**config.mk**
```make
export PLATFORM = sky130hd
export DESIGN_NAME = angle_pid_controller_unit
export DESIGN_NICKNAME = d
export VERILOG_FILES = /design/src/rtl/apc_pkg.sv /design/src/rtl/apc_ctrl.sv /design/src/rtl/apc_dp.sv /design/src/rtl/angle_pid_controller_unit.sv
export SDC_FILE = /design/constraint.sdc
export NUM_CORES = 2
export LEC_CHECK = 0
export ABC_AREA = 1
export BUFFER_PORTS_ARGS = -buffer_cell sky130_fd_sc_hd__buf_2
export CORE_ASPECT_RATIO = 1.25
export CORE_MARGIN = 2
export CORE_UTILIZATION = 45
export DETAILED_ROUTE_END_ITERATION = 8
export SETUP_SLACK_MARGIN = 0.15
export SLEW_MARGIN = 20
export SYNTH_ARGS = -nofsm -noshare
export SYNTH_HDL_FRONTEND = slang
export SYNTH_SLANG_ARGS = --single-unit
```
**constraint.sdc**
```tcl
create_clock -name clk -period 9.73 [get_ports clk]
set_input_delay 1.946 -clock clk [delete_from_list [all_inputs] [get_ports clk]]
set_output_delay 1.946 -clock clk [all_outputs]
set_load 0.02 [all_outputs]
```
**src/rtl/apc_pkg.sv**
```systemverilog
package apc_pkg;

  // Field and register widths
  localparam int ANG_W      = 16;
  localparam int GAIN_W     = 16;
  localparam int LIM_W      = 15;
  localparam int ERR_W      = 18;
  localparam int SUM_W      = 32;
  localparam int CFG_IDX_W  = 8;
  localparam int CFG_DATA_W = 16;

  // Serial divider: (limit << 8) / integ_gain, one quotient bit per cycle
  localparam int DIVD_W     = LIM_W + 8;
  localparam int DIV_STEPS  = DIVD_W;
  localparam int DIV_CNT_W  = $clog2(DIV_STEPS);

  // Shared multiplier: gain (zero-extended) times a signed operand
  localparam int MULA_W     = GAIN_W + 1;
  localparam int MULB_W     = DIVD_W + 2;
  localparam int PROD_W     = MULA_W + MULB_W;
  localparam int ACC_W      = PROD_W + 2;
  localparam int DRV_W      = ACC_W - 8;

  // Angle constants in Q3.12
  localparam logic signed [ERR_W-1:0] ANG_PI     = 18'sd12868;
  localparam logic signed [ERR_W-1:0] ANG_TWO_PI = 18'sd25736;

  // Register map
  localparam logic [CFG_IDX_W-1:0] REG_PROP  = 8'd0;
  localparam logic [CFG_IDX_W-1:0] REG_INTEG = 8'd1;
  localparam logic [CFG_IDX_W-1:0] REG_DERIV = 8'd2;
  localparam logic [CFG_IDX_W-1:0] REG_LIMIT = 8'd3;

  typedef enum logic {
    OP_COMPUTE = 1'b0,
    OP_CLEAR   = 1'b1
  } opcode_t;

  typedef enum logic [3:0] {
    S_IDLE,
    S_CLR,
    S_ERR,
    S_SUM,
    S_DIV_INIT,
    S_DIV,
    S_CLAMP,
    S_MUL_P,
    S_MUL_I,
    S_MUL_D,
    S_ACC,
    S_FIN,
    S_OUT
  } state_t;

  typedef enum logic [1:0] {
    MUL_P,
    MUL_I,
    MUL_D
  } mul_sel_t;

  typedef enum logic [1:0] {
    ACC_HOLD,
    ACC_LOAD,
    ACC_ADD
  } acc_op_t;

  // Controller to datapath commands
  typedef struct packed {
    logic     load_in;
    logic     clear;
    logic     calc_err;
    logic     calc_sum;
    logic     div_init;
    logic     div_step;
    logic     clamp;
    logic     mul_en;
    mul_sel_t mul_sel;
    acc_op_t  acc_op;
    logic     finish;
    logic     out_load;
  } dp_cmd_t;

  // Datapath to controller status
  typedef struct packed {
    logic opcode_clr;
    logic ki_zero;
    logic out_free;
  } dp_stat_t;

endpackage

```
**src/rtl/apc_ctrl.sv**
```systemverilog
module apc_ctrl import apc_pkg::*; (
  input  logic     clk,
  input  logic     rst_n,
  input  logic     in_valid,
  output logic     in_ready,
  input  dp_stat_t stat,
  output dp_cmd_t  cmd
);

  state_t                 state_r, state_nxt;
  logic [DIV_CNT_W-1:0]   div_cnt_r, div_cnt_nxt;

  assign in_ready = (state_r == S_IDLE);

  // State and step counter
  always_ff @(posedge clk) begin
    if (!rst_n) begin
      state_r   <= S_IDLE;
      div_cnt_r <= '0;
    end else begin
      state_r   <= state_nxt;
      div_cnt_r <= div_cnt_nxt;
    end
  end

  // Next state
  always_comb begin
    state_nxt   = state_r;
    div_cnt_nxt = div_cnt_r;
    case (state_r)
      S_IDLE: begin
        if (in_valid) begin
          state_nxt = stat.opcode_clr ? S_CLR : S_ERR;
        end
      end
      S_CLR:      state_nxt = S_OUT;
      S_ERR:      state_nxt = S_SUM;
      S_SUM:      state_nxt = stat.ki_zero ? S_CLAMP : S_DIV_INIT;
      S_DIV_INIT: begin
        state_nxt   = S_DIV;
        div_cnt_nxt = '0;
      end
      S_DIV: begin
        if (div_cnt_r == DIV_CNT_W'(DIV_STEPS - 1)) begin
          state_nxt = S_CLAMP;
        end else begin
          div_cnt_nxt = div_cnt_r + 1'b1;
        end
      end
      S_CLAMP:    state_nxt = S_MUL_P;
      S_MUL_P:    state_nxt = S_MUL_I;
      S_MUL_I:    state_nxt = S_MUL_D;
      S_MUL_D:    state_nxt = S_ACC;
      S_ACC:      state_nxt = S_FIN;
      S_FIN:      state_nxt = S_OUT;
      S_OUT: begin
        if (stat.out_free) begin
          state_nxt = S_IDLE;
        end
      end
      default:    state_nxt = S_IDLE;
    endcase
  end

  // Commands
  always_comb begin
    cmd         = '0;
    cmd.mul_sel = MUL_P;
    cmd.acc_op  = ACC_HOLD;
    case (state_r)
      S_IDLE:     cmd.load_in  = in_valid;
      S_CLR:      cmd.clear    = 1'b1;
      S_ERR:      cmd.calc_err = 1'b1;
      S_SUM:      cmd.calc_sum = 1'b1;
      S_DIV_INIT: cmd.div_init = 1'b1;
      S_DIV:      cmd.div_step = 1'b1;
      S_CLAMP:    cmd.clamp    = 1'b1;
      S_MUL_P: begin
        cmd.mul_en  = 1'b1;
        cmd.mul_sel = MUL_P;
      end
      S_MUL_I: begin
        cmd.mul_en  = 1'b1;
        cmd.mul_sel = MUL_I;
        cmd.acc_op  = ACC_LOAD;
      end
      S_MUL_D: begin
        cmd.mul_en  = 1'b1;
        cmd.mul_sel = MUL_D;
        cmd.acc_op  = ACC_ADD;
      end
      S_ACC:      cmd.acc_op   = ACC_ADD;
      S_FIN:      cmd.finish   = 1'b1;
      S_OUT:      cmd.out_load = stat.out_free;
      default:    cmd          = '0;
    endcase
  end

  // Divider step count never runs past the quotient width
  assert property (@(posedge clk) disable iff (!rst_n)
    (state_r == S_DIV) |-> (div_cnt_r <= DIV_CNT_W'(DIV_STEPS - 1)))
    else $error("divider step counter overran");

  // An accepted transaction starts either a clear or an error computation
  assert property (@(posedge clk) disable iff (!rst_n)
    (in_valid && in_ready) |=> (state_r == S_CLR || state_r == S_ERR))
    else $error("accepted transaction did not start processing");

endmodule

```
**src/rtl/apc_dp.sv**
```systemverilog
module apc_dp import apc_pkg::*; (
  input  logic                  clk,
  input  logic                  rst_n,
  // configuration writes
  input  logic                  cfg_valid,
  input  logic [CFG_IDX_W-1:0]  cfg_index,
  input  logic [CFG_DATA_W-1:0] cfg_data,
  // input payload
  input  logic                  in_opcode,
  input  logic [ANG_W-1:0]      in_target,
  input  logic [ANG_W-1:0]      in_measured,
  // result stage
  input  logic                  out_ready,
  output logic                  out_valid,
  output logic [ANG_W-1:0]      out_drive,
  // control
  input  dp_cmd_t               cmd,
  output dp_stat_t              stat
);

  // Configuration registers
  logic [GAIN_W-1:0] prop_gain_r, integ_gain_r, deriv_gain_r;
  logic [LIM_W-1:0]  drive_limit_r;

  // Loop state and working registers
  logic signed [ANG_W-1:0]  target_r, measured_r;
  logic signed [ERR_W-1:0]  e_r, last_error_r;
  logic signed [SUM_W-1:0]  error_sum_r, sum_r;
  logic [GAIN_W-1:0]        rem_r;
  logic [DIVD_W-1:0]        quo_r;
  logic signed [PROD_W-1:0] prod_r;
  logic signed [ACC_W-1:0]  acc_r;
  logic signed [ANG_W-1:0]  res_r;
  logic                     out_valid_r;
  logic [ANG_W-1:0]         out_data_r;

  // Combinational intermediates
  logic signed [ERR_W-1:0]  diff, e_nxt;
  logic signed [SUM_W:0]    sum_wide;
  logic signed [SUM_W-1:0]  sum_nxt, clamp_nxt;
  logic signed [SUM_W:0]    imax, imin;
  logic [GAIN_W:0]          trial, trial_sub;
  logic signed [ERR_W:0]    ddiff;
  logic signed [MULA_W-1:0] mul_a;
  logic signed [MULB_W-1:0] mul_b;
  logic signed [DRV_W-1:0]  drv, lim_s;
  logic signed [ANG_W-1:0]  res_nxt;

  assign stat.opcode_clr = (opcode_t'(in_opcode) == OP_CLEAR);
  assign stat.ki_zero    = (integ_gain_r == '0);
  assign stat.out_free   = !out_valid_r || out_ready;

  assign out_valid = out_valid_r;
  assign out_drive = out_data_r;

  // Configuration register file
  always_ff @(posedge clk) begin
    if (!rst_n) begin
      prop_gain_r   <= '0;
      integ_gain_r  <= '0;
      deriv_gain_r  <= '0;
      drive_limit_r <= '1;
    end else if (cfg_valid) begin
      case (cfg_index)
        REG_PROP:  prop_gain_r   <= cfg_data;
        REG_INTEG: integ_gain_r  <= cfg_data;
        REG_DERIV: deriv_gain_r  <= cfg_data;
        REG_LIMIT: drive_limit_r <= cfg_data[LIM_W-1:0];
        default:   ;
      endcase
    end
  end

  // Error, wrapped once by two pi
  always_comb begin
    diff = ERR_W'(target_r) - ERR_W'(measured_r);
    if (diff > ANG_PI) begin
      e_nxt = diff - ANG_TWO_PI;
    end else if (diff < -ANG_PI) begin
      e_nxt = diff + ANG_TWO_PI;
    end else begin
      e_nxt = diff;
    end
  end

  // Saturating integral
  always_comb begin
    sum_wide = (SUM_W+1)'(error_sum_r) + (SUM_W+1)'(e_r);
    if (sum_wide[SUM_W] != sum_wide[SUM_W-1]) begin
      sum_nxt = sum_wide[SUM_W] ? {1'b1, {(SUM_W-1){1'b0}}} : {1'b0, {(SUM_W-1){1'b1}}};
    end else begin
      sum_nxt = sum_wide[SUM_W-1:0];
    end
  end

  // Integral clamp against the divider quotient
  always_comb begin
    imax = $signed({{(SUM_W+1-DIVD_W){1'b0}}, quo_r});
    imin = -imax;
    clamp_nxt = sum_r;
    if (!stat.ki_zero) begin
      if ((SUM_W+1)'(sum_r) > imax) begin
        clamp_nxt = imax[SUM_W-1:0];
      end else if ((SUM_W+1)'(sum_r) < imin) begin
        clamp_nxt = imin[SUM_W-1:0];
      end
    end
  end

  // Restoring divider step
  assign trial     = {rem_r, quo_r[DIVD_W-1]};
  assign trial_sub = trial - {1'b0, integ_gain_r};

  // Shared multiplier operands
  assign ddiff = (ERR_W+1)'(e_r) - (ERR_W+1)'(last_error_r);
  always_comb begin
    case (cmd.mul_sel)
      MUL_P: begin
        mul_a = $signed({1'b0, prop_gain_r});
        mul_b = MULB_W'(e_r);
      end
      MUL_I: begin
        mul_a = $signed({1'b0, integ_gain_r});
        mul_b = sum_r[MULB_W-1:0];
      end
      MUL_D: begin
        mul_a = $signed({1'b0, deriv_gain_r});
        mul_b = MULB_W'(ddiff);
      end
      default: begin
        mul_a = '0;
        mul_b = '0;
      end
    endcase
  end

  // Floor shift and output clamp
  always_comb begin
    drv   = acc_r[ACC_W-1:8];
    lim_s = $signed({{(DRV_W-LIM_W){1'b0}}, drive_limit_r});
    if (drv > lim_s) begin
      res_nxt = lim_s[ANG_W-1:0];
    end else if (drv < -lim_s) begin
      res_nxt = ANG_W'(-lim_s);
    end else begin
      res_nxt = drv[ANG_W-1:0];
    end
  end

  // Working registers
  always_ff @(posedge clk) begin
    if (cmd.load_in) begin
      target_r   <= in_target;
      measured_r <= in_measured;
    end
    if (cmd.calc_err) begin
      e_r <= e_nxt;
    end
    if (cmd.calc_sum) begin
      sum_r <= sum_nxt;
    end
    if (cmd.div_init) begin
      rem_r <= '0;
      quo_r <= {drive_limit_r, 8'b0};
    end else if (cmd.div_step) begin
      if (!trial_sub[GAIN_W]) begin
        rem_r <= trial_sub[GAIN_W-1:0];
        quo_r <= {quo_r[DIVD_W-2:0], 1'b1};
      end else begin
        rem_r <= trial[GAIN_W-1:0];
        quo_r <= {quo_r[DIVD_W-2:0], 1'b0};
      end
    end
    if (cmd.clamp) begin
      sum_r <= clamp_nxt;
    end
    if (cmd.mul_en) begin
      prod_r <= mul_a * mul_b;
    end
    case (cmd.acc_op)
      ACC_LOAD: acc_r <= ACC_W'(prod_r);
      ACC_ADD:  acc_r <= acc_r + ACC_W'(prod_r);
      default:  ;
    endcase
    if (cmd.finish) begin
      res_r <= res_nxt;
    end else if (cmd.clear) begin
      res_r <= '0;
    end
    if (cmd.out_load) begin
      out_data_r <= res_r;
    end
  end

  // Loop state
  always_ff @(posedge clk) begin
    if (!rst_n) begin
      error_sum_r  <= '0;
      last_error_r <= '0;
    end else if (cmd.clear) begin
      error_sum_r  <= '0;
      last_error_r <= '0;
    end else begin
      if (cmd.clamp) begin
        error_sum_r <= clamp_nxt;
      end
      if (cmd.finish) begin
        last_error_r <= e_r;
      end
    end
  end

  // Output register
  always_ff @(posedge clk) begin
    if (!rst_n) begin
      out_valid_r <= 1'b0;
    end else if (cmd.out_load) begin
      out_valid_r <= 1'b1;
    end else if (out_ready) begin
      out_valid_r <= 1'b0;
    end
  end

  // A clear leaves the loop state at zero
  assert property (@(posedge clk) disable iff (!rst_n)
    cmd.clear |=> (error_sum_r == '0 && last_error_r == '0))
    else $error("loop state not cleared");

  // Single wrap keeps the error inside plus or minus 39799, just over three pi
  assert property (@(posedge clk) disable iff (!rst_n)
    cmd.calc_err |=> (e_r <= 18'sd39799 && e_r >= -18'sd39799))
    else $error("wrapped error out of range");

  // A new result never overwrites one still waiting
  assert property (@(posedge clk) disable iff (!rst_n)
    cmd.out_load |-> (!out_valid_r || out_ready))
    else $error("result register overwritten");

endmodule

```
**src/rtl/angle_pid_controller_unit.sv**
```systemverilog
// Angle PID controller with anti-windup, fixed point.
// Input stream: in_tdata carries target and measured angles (signed Q3.12),
// in_tuser carries the opcode (0 = compute step, 1 = clear loop state).
// Output stream: out_tdata carries the clamped drive, signed Q3.12.
// Configuration: cfg_index selects prop_gain (0), integ_gain (1),
// deriv_gain (2) or drive_limit (3); other indexes are ignored. Write only
// while no transaction is in flight.
// Sequence: a clear goes from S_CLR straight to S_OUT. A compute step with
// integ_gain nonzero adds, over one with integ_gain zero, the divider setup
// plus 23 bit-serial steps forming the integral limit
// (drive_limit << 8) / integ_gain. Products go through one shared 17x25
// multiplier, three in a row.
// Flow control: one transaction at a time; in_tready is high only while the
// controller is idle. A new transaction is taken while a result still waits.
// Reset: loop state cleared, gains zero, drive_limit 32767, output empty.
// Stall: a result waits in the output register; the controller holds
// before loading the next result until out_tready frees the register.
module angle_pid_controller_unit import apc_pkg::*; (
  input  logic                  clk,
  input  logic                  rst_n,
  // input stream
  input  logic                  in_tvalid,
  output logic                  in_tready,
  input  logic [2*ANG_W-1:0]    in_tdata,   // [15:0] target_angle, [31:16] measured_angle
  input  logic [0:0]            in_tuser,   // [0] opcode
  // result stream
  output logic                  out_tvalid,
  input  logic                  out_tready,
  output logic [ANG_W-1:0]      out_tdata,  // [15:0] drive
  // configuration
  input  logic                  cfg_valid,
  output logic                  cfg_ready,
  input  logic [CFG_IDX_W-1:0]  cfg_index,
  input  logic [CFG_DATA_W-1:0] cfg_data
);

  dp_cmd_t  cmd;
  dp_stat_t stat;

  assign cfg_ready = 1'b1;

  // Sequencer
  apc_ctrl u_ctrl (
    .clk      (clk),
    .rst_n    (rst_n),
    .in_valid (in_tvalid),
    .in_ready (in_tready),
    .stat     (stat),
    .cmd      (cmd)
  );

  // Arithmetic, loop state and output register
  apc_dp u_dp (
    .clk         (clk),
    .rst_n       (rst_n),
    .cfg_valid   (cfg_valid),
    .cfg_index   (cfg_index),
    .cfg_data    (cfg_data),
    .in_opcode   (in_tuser[0]),
    .in_target   (in_tdata[ANG_W-1:0]),
    .in_measured (in_tdata[2*ANG_W-1:ANG_W]),
    .out_ready   (out_tready),
    .out_valid   (out_tvalid),
    .out_drive   (out_tdata),
    .cmd         (cmd),
    .stat        (stat)
  );

endmodule
```
# Word level (Yosys, flattened, before mapping)
# Index checks and enable logic that the tools add are counted.
[op_classes] n_eq_ne=25 bitwise=1 addsub=10 magnitude_cmp=6 mux=41 n_mul=1 reduce_logical=21
[ops] op="32-bit two-way mux" count=7
[ops] op="44-bit one-hot mux with 2 select lines" count=1
[ops] op="16-bit two-way mux" count=5
[ops] op="25-bit one-hot mux with 3 select lines" count=1
[ops] op="16-bit one-hot mux with 3 select lines" count=1
[ops] op="4-bit one-hot mux with 12 select lines" count=1
[ops] op="23-bit two-way mux" count=2
[ops] op="44-bit by 42-bit adder with 44-bit output" count=1
[ops] op="17-bit by 25-bit multiplier with 42-bit output" count=1
[ops] op="36-bit by 16-bit > comparator with 1-bit output" count=1
[ops] op="36-bit less-than comparator" count=1
[ops] op="18-bit two-way mux" count=2
[ops] op="15-bit negator with 36-bit output" count=1
[ops] op="32-bit by 18-bit adder with 33-bit output" count=1
[ops] op="32-bit by 33-bit less-than comparator with 1-bit output" count=1
[ops] op="23-bit negator with 33-bit output" count=1
[ops] op="32-bit by 24-bit > comparator with 1-bit output" count=1
[ops] op="4-bit equality test, second input constant" count=5
[ops] op="18-bit by 18-bit subtractor with 19-bit output" count=1
[ops] op="18-bit by 16-bit adder with 18-bit output, second input constant" count=1
[ops] op="18-bit by 15-bit > comparator with 1-bit output, second input constant" count=1
[ops] op="18-bit by 15-bit less-than comparator with 1-bit output, second input constant" count=1
[ops] op="18-bit by 16-bit subtractor with 18-bit output, second input constant" count=1
[ops] op="16-bit by 16-bit subtractor with 17-bit output" count=1
[ops] op="other kinds (31)" count=65
[totals] output_inout_bits=19 regBits=362 input_bits=62

# Longest topological paths before layout
[logic_depth] depth_word=6 ltp_mapped=44

# Modules after synthesis
# A second synthesis with hierarchy kept.
[unflattened] cells_unflattened=5701 area_unflattened_um2=42383.1
[modules_own_cells] mod="apc_dp" area_per_inst_um2=41680.0 cells_each=5588 n_inst=1 seq_area_each_um2=9218.8
[modules_own_cells] mod="apc_ctrl" area_per_inst_um2=691.9 cells_each=111 n_inst=1 seq_area_each_um2=180.2
[modules_own_cells] mod="angle_pid_controller_unit" area_per_inst_um2=11.3 cells_each=2 n_inst=1 seq_area_each_um2=0.0

# Worst setup path before layout
# Ideal clock, no wire load.
[synth_timing] path_type="flip-flop to flip-flop" from="reg u_dp.e_r[0]" to="reg u_dp.prod_r[40] (data pin)" setup_slack_ns=2.214 path_stages_with_launch=37 required_ns=9.472 t_arrival_ns=7.258 synth_period_minus_slack_ns=7.516 cell_sequence="edfxtp_1 inv_1 ha_1 inv_1 fa_1 nand3_1 nand2_1 nand2_1 a31oi_1 nand3_1 nand2_1 nand2_1 nand2_1 nand2_1 nand2_1 a21o_1 buf_6 buf_4 a21oi_1 fa_1 inv_1 fa_1 inv_1 fa_1 fa_1 fa_1 inv_1 fa_1 inv_1 ha_1 a21oi_1 nor2_1 a211oi_1 o221ai_1 a31oi_1 nand3_1 xor2_1"
[synth_via] elab_chain_cells=3
[synth_lines] element="from (decl)" line="apc_dp.sv:27" source="logic signed [ERR_W-1:0] e_r, last_error_r;"
[synth_lines] element="from (signal assigned)" line="apc_dp.sv:157" source="e_r <= e_nxt;"
[synth_lines] element="18-bit by 18-bit subtractor with 19-bit output" line="apc_dp.sv:115" source="assign ddiff = (ERR_W+1)'(e_r) - (ERR_W+1)'(last_error_r);"
[synth_lines] element="25-bit one-hot mux with 3 select lines (*)" line="apc_dp.sv:117" source="case (cmd.mul_sel)"
[synth_lines] element="17-bit by 25-bit multiplier with 42-bit output (*)" line="apc_dp.sv:178" source="prod_r <= mul_a * mul_b;"
[synth_lines] element="to (signal assigned)" line="apc_dp.sv:178"
[synth_lines] element="to (decl)" line="apc_dp.sv:31" source="logic signed [PROD_W-1:0] prod_r;"
# Mark *: on every way between the ends. The rest lies on a longest branch, timed or not.
# A chain may end at the register's enable or synchronous reset.

# Worst setup path in the final report
[layout_timing] from="reg u_dp.e_r[0]" to="reg u_dp.prod_r[38] (data pin)"
# The elaborated chain is that of the path after synthesis.

==> metrics list <==
- The run finished with clean final reports.
- The routed layout has 36800 vias.
- The die is 344 µm tall.
* Root Driver: clkbuf_16
- Required @ worst endpoint: 10080 ps
- In the final timing run, aggregate negative setup slack is 0 ps.
* Path class of the lowest-slack min-delay path: flip-flop to flip-flop
- Of the available clock period, the critical path in the final layout requires 86.8%.
- Clock input transition at the sequential cells of the worst setup and hold paths: 60 ps
* First DRT Iteration DRCs: 2951
- Measured against its own limit, the worst slew margin works out to 25.6%.
* Remaining DRCs: 0
- Antenna violations before repair: 4
- Setup violations remaining at the end of the flow were counted as 0.
- The count of nets left with antenna violations once routing finished came out at 0.
- STA classifies the critical path endpoint as a flip-flop.
- Critical path class: flip-flop to flip-flop
- Counting along the longest clock path gives a buffer depth of 3.
- Full die area: 0.0951 mm²
- Signed area change from the synthesized netlist to the final layout: 7.65%
- The finished layout holds 6812 standard cells, fillers aside.
- The initial utilization of the core area, before any placement, comes to 45.4%.
- Startpoint type of the worst setup path: flip-flop
- Entering global routing, the biggest net connects 69 pins.
- Global routing finished with a remaining overflow of 0.
- Row generation in the floorplan step produced 124 rows.
* Setup repair bufs after CTS: 0
- Cell Area, Synth: 0.0417 mm²
- In this run the standard cell core region covers 0.0917 mm².
- H-tree depth reported by CTS: 2
- The synthesized netlist contains 64 unique library cells.
* Top-level I/O count: 81
- Power after layout: 9.87 mW
* Synth warn: 0
- Cts bufs inserted: 43
* Number of iterations in the first detailed-routing pass: 7
- Including well taps, the total number of placed cells is 6732.
- Number of buffers added on ports: 79
- Number of hold buffers added after cts: 0
* Final standard cell area without fillers: 0.0449 mm²
- TritonCTS built the clock tree.
* Post-Syn Instances: 5551
* Setup repair after global routing missed its margin: no
* Peak supply drop: 174 µV
- Final clock skew: 35.9 ps
- DP Wirelength: 106000 µm
- Max-cap violation count: 0
* Number of storage elements in the synthesis netlist: 362
- For this run, the register share of the synthesized area comes to 22.6%.
- The kind of cell with the highest combined delay along the critical path is adder cells.
- Of the cells placed in the final design, the portion with a size suffix greater than 1 is 5.42%.
- Gp weighted congestion: 0.998
- After detailed routing, the total wire length is 130000 µm.
* Final max-slew violation count: 0
* Synth Net Count: 6350
* CP dominant cell by count: nand2_1
* Filler instances: 9085
* Routed length per instance: 19.1 µm
- First-pass GRT wire length: 204000 µm
- Post-synthesis area per instance: 7.51 µm²
- Number of sinks driven by the clock tree: 362
- The later pin in the worst-skew pair is clocked with a latency of 610 ps.
- Dividing the detail-routed via count by the number of cells gives 5.40.
* Worst hold-check slack: 422 ps
- Post-CTS repair changed the size of 0 cells.
- Number of global-route vias before repair: 36400
- Peak fanout along the critical path: 40
- Before CTS, the worst setup slack after placement is 1380 ps.
- End-of-flow core utilization: 48.9%
* Post-route worst setup slack: 1280 ps
- Worst path bufs/invs: 5
- Total global routing track utilization: 27.4%
- Longest individual stage delay on the worst path: 660 ps
- Final Critical Period: 8450 ps
- Die extent in x: 276 µm
- PwrDens: 220 mW/mm²
* Arrival time reported for the critical path endpoint: 8800 ps
* Static Leak: 22.3 nW
- The slowest stage of the critical path belongs to the cell a21o_2.
- Placed instance area: 0.0433 mm²
- For this run, the post-layout net count is 6379.
- Slew @ Worst Pin: 1110 ps
- The final number of hold-violating endpoints came to 0.
- Highest clock rate: 0.118 GHz
-- state kept, by name, summed over array words and instances (netlist names), 18 cells and up --
name and flops:
u_dp.acc_r 44, u_dp.e_r 18, u_dp.error_sum_r 32, u_dp.last_error_r 18
u_dp.prod_r 42, u_dp.quo_r 23, u_dp.sum_r 32
-- cell usage in the layout, fill, tap and decap left out, types with 9 or more instances in the layout --
master,instances
nand4_1,65
fa_1,396
inv_1,1050
and3_1,9
nand3b_1,10
o21ai_0,260
edfxtp_1,215
a211oi_1,13
clkbuf_16,46
nor2_1,394
o22ai_1,34
o21bai_1,19
dfxtp_1,147
nor3_1,46
nor4_1,23
nand2_2,28
or2_2,17
inv_2,16
o211ai_1,40
nand2_1,1353
ha_1,341
o21ai_1,29
clkinv_1,14
xnor2_1,50
xor2_1,90
nand3_1,205
buf_2,79
a21boi_0,14
buf_4,51
a21o_1,19
a21oi_1,393
o21a_1,12
a31oi_1,35
-- cell type report --
| cell class | count | area (µm²) | area share [%] |
|---|---|---|---|
| multi-input combinational | 3964 | 27600 | 61.5 |
| timing repair buffer | 130 | 778 | 1.73 |
| sequential | 362 | 9400 | 21.0 |
| inverter | 1079 | 4060 | 9.04 |
| antenna | 1 | 2.50 | 0.00558 |
| clock buffer | 54 | 1200 | 2.68 |
| tap | 1197 | 1500 | 3.34 |
| clock inverter | 25 | 359 | 0.800 |
-- worst reg2reg max path: cells and delay by family, from the launching register on --
kind	cells	cell delay [ps]
simple gates	17	2150
fa+ha+maj	9	3720
compound gates	5	1610
flops	1	360
buf+inv	5	370
-- logic make-up (layout without fill, tap and decap cells) --
logic type	after synthesis	in the layout	share of synthesized area, %
DFF	362	362	22.6
AOI/OAI and AO/OA	899	899	12.0
adders and majority gates	737	737	29.3
buffers and inverters	1225	1288	11.4
and+or+nand+nor	2187	2187	21.8
xor gates and xnor gates	140	140	2.94
other	1	2	0.00900
-- final timing paths --
kind / from / endpoint / slack, ps / cells after the start
setup / recovery: u_dp.e_r[0] / u_dp.prod_r[38] / 1280 / 36
hold / removal: u_dp.res_r[14] / u_dp.out_drive[14] / 420 / 0
setup reg to reg: u_dp.e_r[0] / u_dp.prod_r[38] / 1280 / 36
hold reg to reg: u_dp.res_r[14] / u_dp.out_drive[14] / 420 / 0
-- routing by layer --
metal / share of wire (%) / GRT usage [%] / wire, µm / vias to the layer above
li1: - / - / - / 17700
met1: 41 / 34.1 / 53900 / 17700
met2: 49 / 48.9 / 64000 / 1118
met3: 4.9 / 2.65 / 6440 / 276
met4: 4.4 / 11.2 / 5710 / 6
met5: 0.026 / 0 / 34 / -
-- report_power, final --
group / leakage [nW] / internal, mW / switching [mW] / total (mW)
combinational: 18.3 / 1.66 / 3.94 / 5.59
clock: 0.744 / 1.07 / 0.723 / 1.80
sequential: 3.18 / 2.14 / 0.337 / 2.48
-- cells in the mapped netlist (all sizes together) --
master | instances | area (µm²)
a2111oi | 2 | 17.5
a211oi | 13 | 97.6
a21boi | 15 | 113
a21o | 20 | 150
a21oi | 398 | 2010
a221oi | 2 | 17.5
a31oi | 35 | 219
a32o | 2 | 20.0
and2 | 2 | 12.5
and3 | 9 | 56.3
buf | 76 | 422
clkbuf | 70 | 263
clkinv | 11 | 41.3
conb | 1 | 3.75
dfxtp | 147 | 2940
edfxtp | 215 | 6460
fa | 396 | 7930
ha | 341 | 4270
inv | 1068 | 4010
nand2 | 1387 | 5320
nand3 | 210 | 1080
nand3b | 10 | 75.1
nand4 | 66 | 419
nor2 | 408 | 1580
nor2b | 1 | 6.26
nor3 | 48 | 250
nor3b | 3 | 33.8
nor4 | 23 | 144
o2111ai | 1 | 8.76
o211a | 1 | 10.0
o211ai | 43 | 347
o21a | 12 | 90.1
o21ai | 291 | 1460
o21bai | 19 | 143
o221ai | 6 | 58.8
o22ai | 34 | 213
o31ai | 4 | 30.0
o41ai | 1 | 8.76
or2 | 18 | 113
or3 | 1 | 6.26
or4 | 1 | 7.51
xnor2 | 50 | 438
xor2 | 90 | 788
No activity file was read; power rests on OpenSTA's default activity.
